<file path="config.mk">
export PLATFORM = sky130hd
export DESIGN_NAME = fan_relay_mode_sequencer_top
export DESIGN_NICKNAME = d
export VERILOG_FILES = /design/src/rtl/frms_pkg.sv /design/src/rtl/frms_csr.sv /design/src/rtl/frms_step.sv /design/src/rtl/fan_relay_mode_sequencer_top.sv
export SDC_FILE = /design/constraint.sdc
export NUM_CORES = 1
export LEC_CHECK = 0
export ABC_CLOCK_PERIOD_IN_PS = 17540
export BUFFER_PORTS_ARGS = -buffer_cell sky130_fd_sc_hd__clkbuf_2
export CORE_MARGIN = 4
export CORE_UTILIZATION = 57
export CTS_BUF_LIST = sky130_fd_sc_hd__clkbuf_16
export CTS_CLUSTER_DIAMETER = 200
export CTS_CLUSTER_SIZE = 16
export DETAILED_ROUTE_END_ITERATION = 10
export GPL_TIMING_DRIVEN = 0
export HOLD_SLACK_MARGIN = 0.1
export PLACE_DENSITY = 0.74
export SETUP_SLACK_MARGIN = 0.5
export SYNTH_ARGS = -nofsm -noshare
export SYNTH_HDL_FRONTEND = slang
export SYNTH_HIERARCHICAL = 1
export SYNTH_SLANG_ARGS = --single-unit
</file>
<file path="constraint.sdc">
create_clock -name clock -period 17.54 [get_ports clock]
set_clock_uncertainty 0.2 [all_clocks]
set_input_delay 2.631 -clock clock [delete_from_list [all_inputs] [get_ports clock]]
set_output_delay 2.631 -clock clock [all_outputs]
set_load 0.01 [all_outputs]
</file>
<file path="src/rtl/frms_pkg.sv">
package frms_pkg;

   localparam int CFG_WIDTH = 16;
   localparam int STEPS_WIDTH = 6;
   localparam int TIMER_WIDTH_DEFAULT = 16;

   localparam logic [CFG_WIDTH-1:0] POWER_CYCLE_RESET = 16'd3000;
   localparam logic [CFG_WIDTH-1:0] SETTLE_RESET = 16'd100;
   localparam logic [CFG_WIDTH-1:0] PRESPIN_RESET = 16'd1500;
   localparam logic [STEPS_WIDTH-1:0] RAMP_STEPS_RESET = 6'd40;

   // longest run of zero-length waits that one beat can walk through
   localparam int ZERO_WAIT_CHAIN = 5;

   typedef enum logic [1:0] {
      CSR_POWER_CYCLE = 2'd0,
      CSR_SETTLE = 2'd1,
      CSR_PRESPIN = 2'd2,
      CSR_RAMP_STEPS = 2'd3
   } csr_index_type;

   typedef enum logic [1:0] {
      MODE_OFF = 2'd0,
      MODE_LOW = 2'd1,
      MODE_MID = 2'd2,
      MODE_HIGH = 2'd3
   } mode_type;

   typedef enum logic [6:0] {
      PH_IDLE = 7'b0000001,
      PH_CYCLE = 7'b0000010,
      PH_SETTLE = 7'b0000100,
      PH_PRESPIN = 7'b0001000,
      PH_SETTLE2 = 7'b0010000,
      PH_RAMP_ON = 7'b0100000,
      PH_RAMP_OFF = 7'b1000000
   } phase_type;

   typedef struct packed {
      logic ext;
      logic high;
      logic mid;
      logic low;
   } relay_type;

   typedef struct packed {
      phase_type phase;
      logic [STEPS_WIDTH-1:0] ramp_index;
      logic [1:0] target_mode;
      logic [1:0] current_mode;
      relay_type relays;
   } seq_state_type;

endpackage

</file>
<file path="src/rtl/frms_csr.sv">
module frms_csr #(
   parameter int TIMER_WIDTH = frms_pkg::TIMER_WIDTH_DEFAULT
) (
   input  logic clock,
   input  logic reset,
   input  logic csr_valid,
   output logic csr_ready,
   input  logic [1:0] csr_index,
   input  logic [frms_pkg::CFG_WIDTH-1:0] csr_data,
   output logic [TIMER_WIDTH-1:0] power_cycle_load,
   output logic [TIMER_WIDTH-1:0] settle_load,
   output logic [TIMER_WIDTH-1:0] prespin_load,
   output logic [frms_pkg::STEPS_WIDTH-1:0] ramp_steps
);

   localparam int CW = frms_pkg::CFG_WIDTH;
   localparam logic [CW-1:0] MAX_LOAD = (TIMER_WIDTH >= CW) ? {CW{1'b1}} :
      CW'((64'd1 << TIMER_WIDTH) - 64'd1);

   // timer values are stored already clipped to the counter width
   function automatic logic [TIMER_WIDTH-1:0] clip(input logic [CW-1:0] v);
      return (v > MAX_LOAD) ? {TIMER_WIDTH{1'b1}} : TIMER_WIDTH'(v);
   endfunction

   logic [TIMER_WIDTH-1:0] power_cycle_ff, power_cycle_in;
   logic [TIMER_WIDTH-1:0] settle_ff, settle_in;
   logic [TIMER_WIDTH-1:0] prespin_ff, prespin_in;
   logic [frms_pkg::STEPS_WIDTH-1:0] ramp_steps_ff, ramp_steps_in;
   logic wr;

   assign csr_ready = 1'b1;
   assign wr = csr_valid && csr_ready;

   always_comb begin
      power_cycle_in = power_cycle_ff;
      settle_in = settle_ff;
      prespin_in = prespin_ff;
      ramp_steps_in = ramp_steps_ff;
      if (wr) begin
         case (frms_pkg::csr_index_type'(csr_index))
            frms_pkg::CSR_POWER_CYCLE: power_cycle_in = clip(csr_data);
            frms_pkg::CSR_SETTLE: settle_in = clip(csr_data);
            frms_pkg::CSR_PRESPIN: prespin_in = clip(csr_data);
            frms_pkg::CSR_RAMP_STEPS: ramp_steps_in = csr_data[frms_pkg::STEPS_WIDTH-1:0];
            default: ramp_steps_in = ramp_steps_ff;
         endcase
      end
   end

   always_ff @(posedge clock) begin
      if (reset) begin
         power_cycle_ff <= clip(frms_pkg::POWER_CYCLE_RESET);
         settle_ff <= clip(frms_pkg::SETTLE_RESET);
         prespin_ff <= clip(frms_pkg::PRESPIN_RESET);
         ramp_steps_ff <= frms_pkg::RAMP_STEPS_RESET;
      end else begin
         power_cycle_ff <= power_cycle_in;
         settle_ff <= settle_in;
         prespin_ff <= prespin_in;
         ramp_steps_ff <= ramp_steps_in;
      end
   end

   assign power_cycle_load = power_cycle_ff;
   assign settle_load = settle_ff;
   assign prespin_load = prespin_ff;
   assign ramp_steps = ramp_steps_ff;

endmodule

</file>
<file path="src/rtl/frms_step.sv">
module frms_step #(
   parameter int TIMER_WIDTH = frms_pkg::TIMER_WIDTH_DEFAULT
) (
   input  frms_pkg::seq_state_type state_i,
   input  logic [TIMER_WIDTH-1:0] wait_i,
   input  logic [TIMER_WIDTH-1:0] settle_load,
   input  logic [TIMER_WIDTH-1:0] prespin_load,
   input  logic [frms_pkg::STEPS_WIDTH-1:0] ramp_steps,
   output frms_pkg::seq_state_type state_o,
   output logic [TIMER_WIDTH-1:0] wait_o
);

   logic [frms_pkg::STEPS_WIDTH-1:0] idx_next;
   logic done;

   always_comb begin
      state_o = state_i;
      wait_o = wait_i;
      idx_next = state_i.ramp_index + 1'b1;
      done = 1'b0;
      if (state_i.phase != frms_pkg::PH_IDLE && wait_i == '0) begin
         case (state_i.phase)
            frms_pkg::PH_CYCLE: begin
               state_o.relays.ext = 1'b1;
               state_o.phase = frms_pkg::PH_SETTLE;
               wait_o = settle_load;
            end
            frms_pkg::PH_SETTLE: begin
               case (frms_pkg::mode_type'(state_i.target_mode))
                  frms_pkg::MODE_LOW: begin
                     state_o.relays.low = 1'b1;
                     done = 1'b1;
                  end
                  frms_pkg::MODE_MID: begin
                     state_o.relays.mid = 1'b1;
                     done = 1'b1;
                  end
                  frms_pkg::MODE_HIGH: begin
                     state_o.relays.mid = 1'b1;
                     state_o.phase = frms_pkg::PH_PRESPIN;
                     wait_o = prespin_load;
                  end
                  default: done = 1'b1;
               endcase
            end
            frms_pkg::PH_PRESPIN: begin
               state_o.relays.mid = 1'b0;
               state_o.phase = frms_pkg::PH_SETTLE2;
               wait_o = settle_load;
            end
            frms_pkg::PH_SETTLE2: begin
               state_o.relays.high = 1'b1;
               if (ramp_steps == '0) begin
                  done = 1'b1;
               end else begin
                  state_o.ramp_index = frms_pkg::STEPS_WIDTH'(1);
                  state_o.phase = frms_pkg::PH_RAMP_ON;
                  wait_o = TIMER_WIDTH'(1);
               end
            end
            frms_pkg::PH_RAMP_ON: begin
               state_o.relays.high = 1'b0;
               state_o.phase = frms_pkg::PH_RAMP_OFF;
               wait_o = TIMER_WIDTH'(ramp_steps - state_i.ramp_index);
            end
            frms_pkg::PH_RAMP_OFF: begin
               state_o.relays.high = 1'b1;
               if (state_i.ramp_index >= ramp_steps) begin
                  done = 1'b1;
               end else begin
                  state_o.ramp_index = idx_next;
                  state_o.phase = frms_pkg::PH_RAMP_ON;
                  wait_o = TIMER_WIDTH'(idx_next);
               end
            end
            default: done = 1'b1;
         endcase
         if (done) begin
            state_o.current_mode = state_i.target_mode;
            state_o.phase = frms_pkg::PH_IDLE;
            wait_o = '0;
         end
      end
   end

endmodule

</file>
<file path="src/rtl/fan_relay_mode_sequencer_top.sv">
// Fan relay mode sequencer. Each request beat (op 0 = 1 ms tick, op 1 = mode
// request) returns one response beat with the relay levels, the recorded mode,
// a busy flag and a refused-request flag; a new beat is accepted every cycle
// while the response register is free or being drained. The sequence state and
// the tick counter update in a single pass, including up to five zero-length
// waits in a row, so the rate is set by the response register alone. Waits longer
// than the TIMER_WIDTH counter are clipped to its largest value. The user must
// write configuration through the csr port only while idle; the block won't check.
module fan_relay_mode_sequencer_top #(
   parameter int TIMER_WIDTH = frms_pkg::TIMER_WIDTH_DEFAULT
) (
   input  logic clock,
   input  logic reset,
   input  logic req_valid,
   output logic req_stall,
   input  logic req_op,
   input  logic [1:0] req_mode,
   output logic rsp_valid,
   input  logic rsp_stall,
   output logic rsp_relay_low_volt,
   output logic rsp_relay_mid_volt,
   output logic rsp_relay_high_volt,
   output logic rsp_relay_ext_supply,
   output logic [1:0] rsp_mode_now,
   output logic rsp_busy_res,
   output logic rsp_request_ignored,
   input  logic csr_valid,
   output logic csr_ready,
   input  logic [1:0] csr_index,
   input  logic [frms_pkg::CFG_WIDTH-1:0] csr_data
);

   localparam int CHAIN = frms_pkg::ZERO_WAIT_CHAIN;

   logic [TIMER_WIDTH-1:0] power_cycle_load, settle_load, prespin_load;
   logic [frms_pkg::STEPS_WIDTH-1:0] ramp_steps;

   frms_pkg::seq_state_type state_ff, state_in;
   logic [TIMER_WIDTH-1:0] wait_ff, wait_in;
   frms_pkg::seq_state_type chain_st [CHAIN+1];
   logic [TIMER_WIDTH-1:0] chain_wait [CHAIN+1];
   logic accept, ignored;

   logic rsp_valid_ff, rsp_valid_in;
   frms_pkg::relay_type rsp_relays_ff;
   logic [1:0] rsp_mode_ff;
   logic rsp_busy_ff, rsp_ignored_ff;

   frms_csr #(.TIMER_WIDTH(TIMER_WIDTH)) u_csr (
      .clock(clock),
      .reset(reset),
      .csr_valid(csr_valid),
      .csr_ready(csr_ready),
      .csr_index(csr_index),
      .csr_data(csr_data),
      .power_cycle_load(power_cycle_load),
      .settle_load(settle_load),
      .prespin_load(prespin_load),
      .ramp_steps(ramp_steps)
   );

   assign req_stall = rsp_valid_ff && rsp_stall;
   assign accept = req_valid && !req_stall;

   // first part of the beat: tick countdown or request start
   always_comb begin
      chain_st[0] = state_ff;
      chain_wait[0] = wait_ff;
      ignored = 1'b0;
      if (!req_op) begin
         if (state_ff.phase != frms_pkg::PH_IDLE && wait_ff != '0) begin
            chain_wait[0] = wait_ff - 1'b1;
         end
      end else if (state_ff.phase != frms_pkg::PH_IDLE || req_mode == state_ff.current_mode) begin
         ignored = 1'b1;
      end else begin
         chain_st[0].target_mode = req_mode;
         chain_st[0].ramp_index = '0;
         chain_st[0].relays.low = 1'b0;
         chain_st[0].relays.mid = 1'b0;
         chain_st[0].relays.high = 1'b0;
         chain_st[0].phase = frms_pkg::PH_SETTLE;
         chain_wait[0] = settle_load;
         if (frms_pkg::mode_type'(req_mode) == frms_pkg::MODE_OFF) begin
            chain_st[0].relays.ext = 1'b0;
         end else if (req_mode < state_ff.current_mode) begin
            chain_st[0].relays.ext = 1'b0;
            chain_st[0].phase = frms_pkg::PH_CYCLE;
            chain_wait[0] = power_cycle_load;
         end else begin
            chain_st[0].relays.ext = 1'b1;
         end
      end
   end

   // walk through expired waits
   for (genvar g = 0; g < CHAIN; g++) begin : g_chain
      frms_step #(.TIMER_WIDTH(TIMER_WIDTH)) u_step (
         .state_i(chain_st[g]),
         .wait_i(chain_wait[g]),
         .settle_load(settle_load),
         .prespin_load(prespin_load),
         .ramp_steps(ramp_steps),
         .state_o(chain_st[g+1]),
         .wait_o(chain_wait[g+1])
      );
   end

   always_comb begin
      state_in = state_ff;
      wait_in = wait_ff;
      rsp_valid_in = rsp_valid_ff && rsp_stall;
      if (accept) begin
         state_in = chain_st[CHAIN];
         wait_in = chain_wait[CHAIN];
         rsp_valid_in = 1'b1;
      end
   end

   always_ff @(posedge clock) begin
      if (reset) begin
         state_ff.phase <= frms_pkg::PH_IDLE;
         state_ff.ramp_index <= '0;
         state_ff.target_mode <= '0;
         state_ff.current_mode <= '0;
         state_ff.relays <= '0;
         wait_ff <= '0;
         rsp_valid_ff <= 1'b0;
      end else begin
         state_ff <= state_in;
         wait_ff <= wait_in;
         rsp_valid_ff <= rsp_valid_in;
      end
   end

   always_ff @(posedge clock) begin
      if (accept) begin
         rsp_relays_ff <= chain_st[CHAIN].relays;
         rsp_mode_ff <= chain_st[CHAIN].current_mode;
         rsp_busy_ff <= (chain_st[CHAIN].phase != frms_pkg::PH_IDLE);
         rsp_ignored_ff <= ignored;
      end
   end

   assign rsp_valid = rsp_valid_ff;
   assign rsp_relay_low_volt = rsp_relays_ff.low;
   assign rsp_relay_mid_volt = rsp_relays_ff.mid;
   assign rsp_relay_high_volt = rsp_relays_ff.high;
   assign rsp_relay_ext_supply = rsp_relays_ff.ext;
   assign rsp_mode_now = rsp_mode_ff;
   assign rsp_busy_res = rsp_busy_ff;
   assign rsp_request_ignored = rsp_ignored_ff;

`ifndef SYNTHESIS
   a_accept_gives_beat: assert property (@(posedge clock) disable iff (reset)
      accept |=> rsp_valid)
      else $error("accepted beat produced no response");

   a_ignored_keeps_state: assert property (@(posedge clock) disable iff (reset)
      accept && ignored |=> state_ff == $past(state_ff) && wait_ff == $past(wait_ff))
      else $error("refused request changed the sequence state");

   a_idle_tick_keeps_state: assert property (@(posedge clock) disable iff (reset)
      accept && !req_op && state_ff.phase == frms_pkg::PH_IDLE |=> $stable(state_ff))
      else $error("tick while idle changed the sequence state");

   a_busy_low_open: assert property (@(posedge clock) disable iff (reset)
      state_ff.phase != frms_pkg::PH_IDLE |-> !state_ff.relays.low)
      else $error("3.3V relay closed during a sequence");

   a_idle_wait_zero: assert property (@(posedge clock) disable iff (reset)
      state_ff.phase == frms_pkg::PH_IDLE |-> wait_ff == '0)
      else $error("wait counter left loaded while idle");
`endif

endmodule

</file>
==> results.txt <==
After synthesis, the cell types taking the most area are dfxtp_1 (16%), mux2i_1 (5.6%), nand2_1 (5.5%), a221oi_1 (4.6%), ha_1 (4.1%). Among all stages on the critical path, the largest delay is contributed by a2bb2oi_1. After floorplanning, the core was divided into 52 placement rows. The run gives 4.74 nW as the leakage power total. The number of gates resized after CTS was 0. Leaving out fill and tap cells, the most frequent cell in the layout is nand2_1.

Global routing usage on met2: 0.567. Compared with the post-synthesis result, the final layout area differs by 6.95%. The fraction of met3 tracks used by global routing came out at 0.0662.

The insertion delay of the later-clocked pin in the worst-skew pair is 0.35 ns, and the number of antenna diodes is 0. The final layout contains routed wiring with a total length of 44.5 mm. For this run, the leading register cell type out of synthesis is dfxtp_1. The floorplan step set the die width to 152 um. The fraction of layout cells with a size suffix above 1 was 0.149; the DRC violation total after the first TritonRoute iteration was 1259.

The post-detailed-route count of antenna-violating nets is 0, and the number of setup buffers added after CTS is 0. The number of max-cap violations came out at 0. IR analysis of the VDD net gives a maximum drop of 0.0765 mV. The congestion estimate from routability-driven global placement came to 1.01.

The number of antenna violations at the first check in global routing is 0, and the number of register bits inferred by synthesis is 100. For the initial cell density of the core, the log shows 0.583. Total placed cells including tap cells: 1848. Once detailed placement completed, the half-perimeter wirelength came to 35.2 mm. The first global-routing pass estimated 68.3 mm of wire.

CTS saw 100 sinks. The y dimension of the die came out at 152 um. Setup violations remaining at the end of the flow were counted as 0. Data on the critical path is required at its endpoint by 17.62 ns.

The portion of the clock cycle consumed by the worst path in the final layout is 0.917. Hold repair after CTS inserted 0 buffers. The clock passes through at most 2 buffers.

The flow ran to the end, and the final reports show no timing, DRC or antenna violations. Cell type with the largest total area after synthesis: dfxtp_1. Global routing finished with a remaining overflow of 0. The quantity of I/O buffers inserted on ports is 33. The non-filler instance count after layout is 1864. Data on the critical path arrives at its endpoint at 16.16 ns.

The average wire length per cell after detail routing was 23.9 um. The setup path with the least slack is of type primary input to register. The post-synthesis net count came out at 1615. In this design, the critical path's most frequently occurring cell is a21oi_1. Setup repair after global routing left no endpoint under its margin. For this run, the slowest stage of the critical path takes 0.56 ns. The cell count after synthesis came out at 1545. The tools report the number of filler cells placed in the layout as 1921.

Clock tree synthesis inserted a total of 9 buffers. Entering global routing, the biggest net connects 18 pins. The share of synthesized flip-flops with an asynchronous set or reset was 0; the area of the mapped netlist was 11900 um^2. The Yosys step of the flow raised 6 warnings.

Yosys mapped a number of flops with a built-in enable equal to 8. For this run, design rule violations remaining after detail routing come to 0. The pre-antenna-repair detailed-routing pass consisted of 5 iterations.

Prior to clock tree synthesis, the placed netlist has a worst setup slack of 0.727 ns. For the total number of vias, the log shows 12793. The tree is rooted in a clkbuf_16.

The top fanout value on the critical path is 10. For this run, the top clock speed supported by timing is 62.2 MHz. The run gives 0.175 as the share of the yosys chip area belonging to registers. The tools report the total non-filler cell area in the finished layout as 12700 um^2. The run gives 0 as the final max-slew violation count. The tools report the critical path endpoint category as a register.

The region available for standard cell placement spans 20400 um^2. The floorplan step defined a die boundary enclosing 23200 um^2. The number of global-route vias before repair was 12065. Leaving out fill and tap cells, the most frequent cells in the layout are nand2_1 (175), nor2_1 (103), dfxtp_1 (92).

Once routing completed, OpenROAD measured the worst setup slack at 1.45 ns. The placed instances occupy a cell area of 12400 um^2. The post-route setup TNS was 0 ns; the total number of H-tree levels was 3.

The hold violation total from the final report is 0. The relative slew slack was 0.269; the mean area per synthesized cell was 7.68 um^2. The share of Yosys cell area claimed by the top area cell type is 0.155, and the met1 layer usage reported by global route is 0.476. Power spread over the standard cell area amounts to 154 nW/um^2. Counting I/O delays and the setup requirement, the final critical path takes 16.09 ns. TritonCTS built the clock tree.

In the routed layout, each cell is associated on average with a via count of 6.86. The tools report the kind of launch point of the worst setup path as a primary input. Top-level port count: 37. The layer carrying the most global-route usage is met2.

After clock tree synthesis, the clock-pin slew on the worst setup and hold paths is 0.07 ns. The design draws 0.00195 W. The final layout net count is 1659. The run gives 91 as the number of distinct library cells after synthesis.

The class of the most critical hold timing path is register to register. At the pin with the least slew margin, the transition time is 1.09 ns. Total track usage: 0.367.
report_power, final:
group / switching, W / internal, W / leakage, nW
registers: 0.0000307 / 0.000261 / 0.828
logic: 0.000933 / 0.000514 / 3.76
clock network: 0.0000911 / 0.000124 / 0.153
Yosys cell counts (21+ instances only):
cell type    n
nand2_1    175
nor2_1     103
dfxtp_1     92
a21oi_1     80
o21ai_0     73
nand2b_1    68
mux2i_1     67
a221oi_1    62
inv_1       55
nand3_1     41
ha_1        39
nor3_1      36
o21bai_2    36
clkbuf_1    34
a21o_1      32
nor4_1      32
o211ai_1    31
nor2b_1     29
buf_2       25
buf_4       22
xnor2_1     22
o21a_1      21
final timing paths:
| path | startpoint | to | slack, ns | depth (start not counted) |
|---|---|---|---|---|
| max | req_mode[1] | wait_ff[14]$_SDFFE_PP0P_ | 1.45 | 48 |
| max reg2reg | chain_st[110]$_SDFFE_PP0P_ | wait_ff[14]$_SDFFE_PP0P_ | 3.42 | 48 |
| min | state_ff[0]$_SDFFE_PP0P_ | state_ff[0]$_SDFFE_PP0P_ | 0.26 | 2 |
| min reg2reg | state_ff[0]$_SDFFE_PP0P_ | state_ff[0]$_SDFFE_PP0P_ | 0.26 | 2 |
final cells by class:
class	instances	area [um^2]	area share
Multi-Input combinational cell	1280	8910	0.702
Sequential cell	100	2080	0.164
Buffer	106	649	0.0512
Tap cell	270	338	0.0266
Inverter	59	231	0.0182
Clock buffer	9	225	0.0177
Timing Repair Buffer	33	165	0.0130
Clock inverter	7	88.8	0.00700
kinds of logic (layout without fill, tap and decap cells):
group	after synthesis	count (layout)	share of synthesized area
and+or+nand+nor	616	616	0.282
AOI/OAI and AO/OA	498	498	0.320
buffers and inverters	165	214	0.0741
DFF	100	100	0.175
muxes	81	81	0.0698
adders and majority gates	44	44	0.0495
xor gates and xnor gates	40	40	0.0295
other	1	1	0.000316
critical path: cells and delay by family:
family | cells | cell delay (ns)
AOI/OAI and AO/OA | 19 | 5.37
adders and majority gates | 5 | 1.80
buffers and inverters | 7 | 1.37
muxes | 1 | 0.30
and+or+nand+nor | 16 | 4.62
per-stage QoR:
stage	utilization	hold WS [ns]
finish	0.623	0.259
global route	0.623	0.265
CTS	0.623	0.252
detailed placement	0.608	0.243
global placement	0.608	0.239
floorplan	-	0.232
state kept, by name, indices dropped and copies added, names as in the netlist, 2 cells and up:
register and flops:
state_ff 19, u_csr/ramp_steps 6, chain_st 2, u_csr/prespin_load 16, wait_ff 16, u_csr/power_cycle_load 16, u_csr/settle_load 16, rsp_mode_now 2
layer usage:
metal / part of all wire / wire [um]
met4: 0.070 / 3110
met2: 0.43 / 19300
met1: 0.41 / 18100
met3: 0.091 / 4070
met5: 0 / 0
Note: power is estimated with default switching activity, not from simulation.
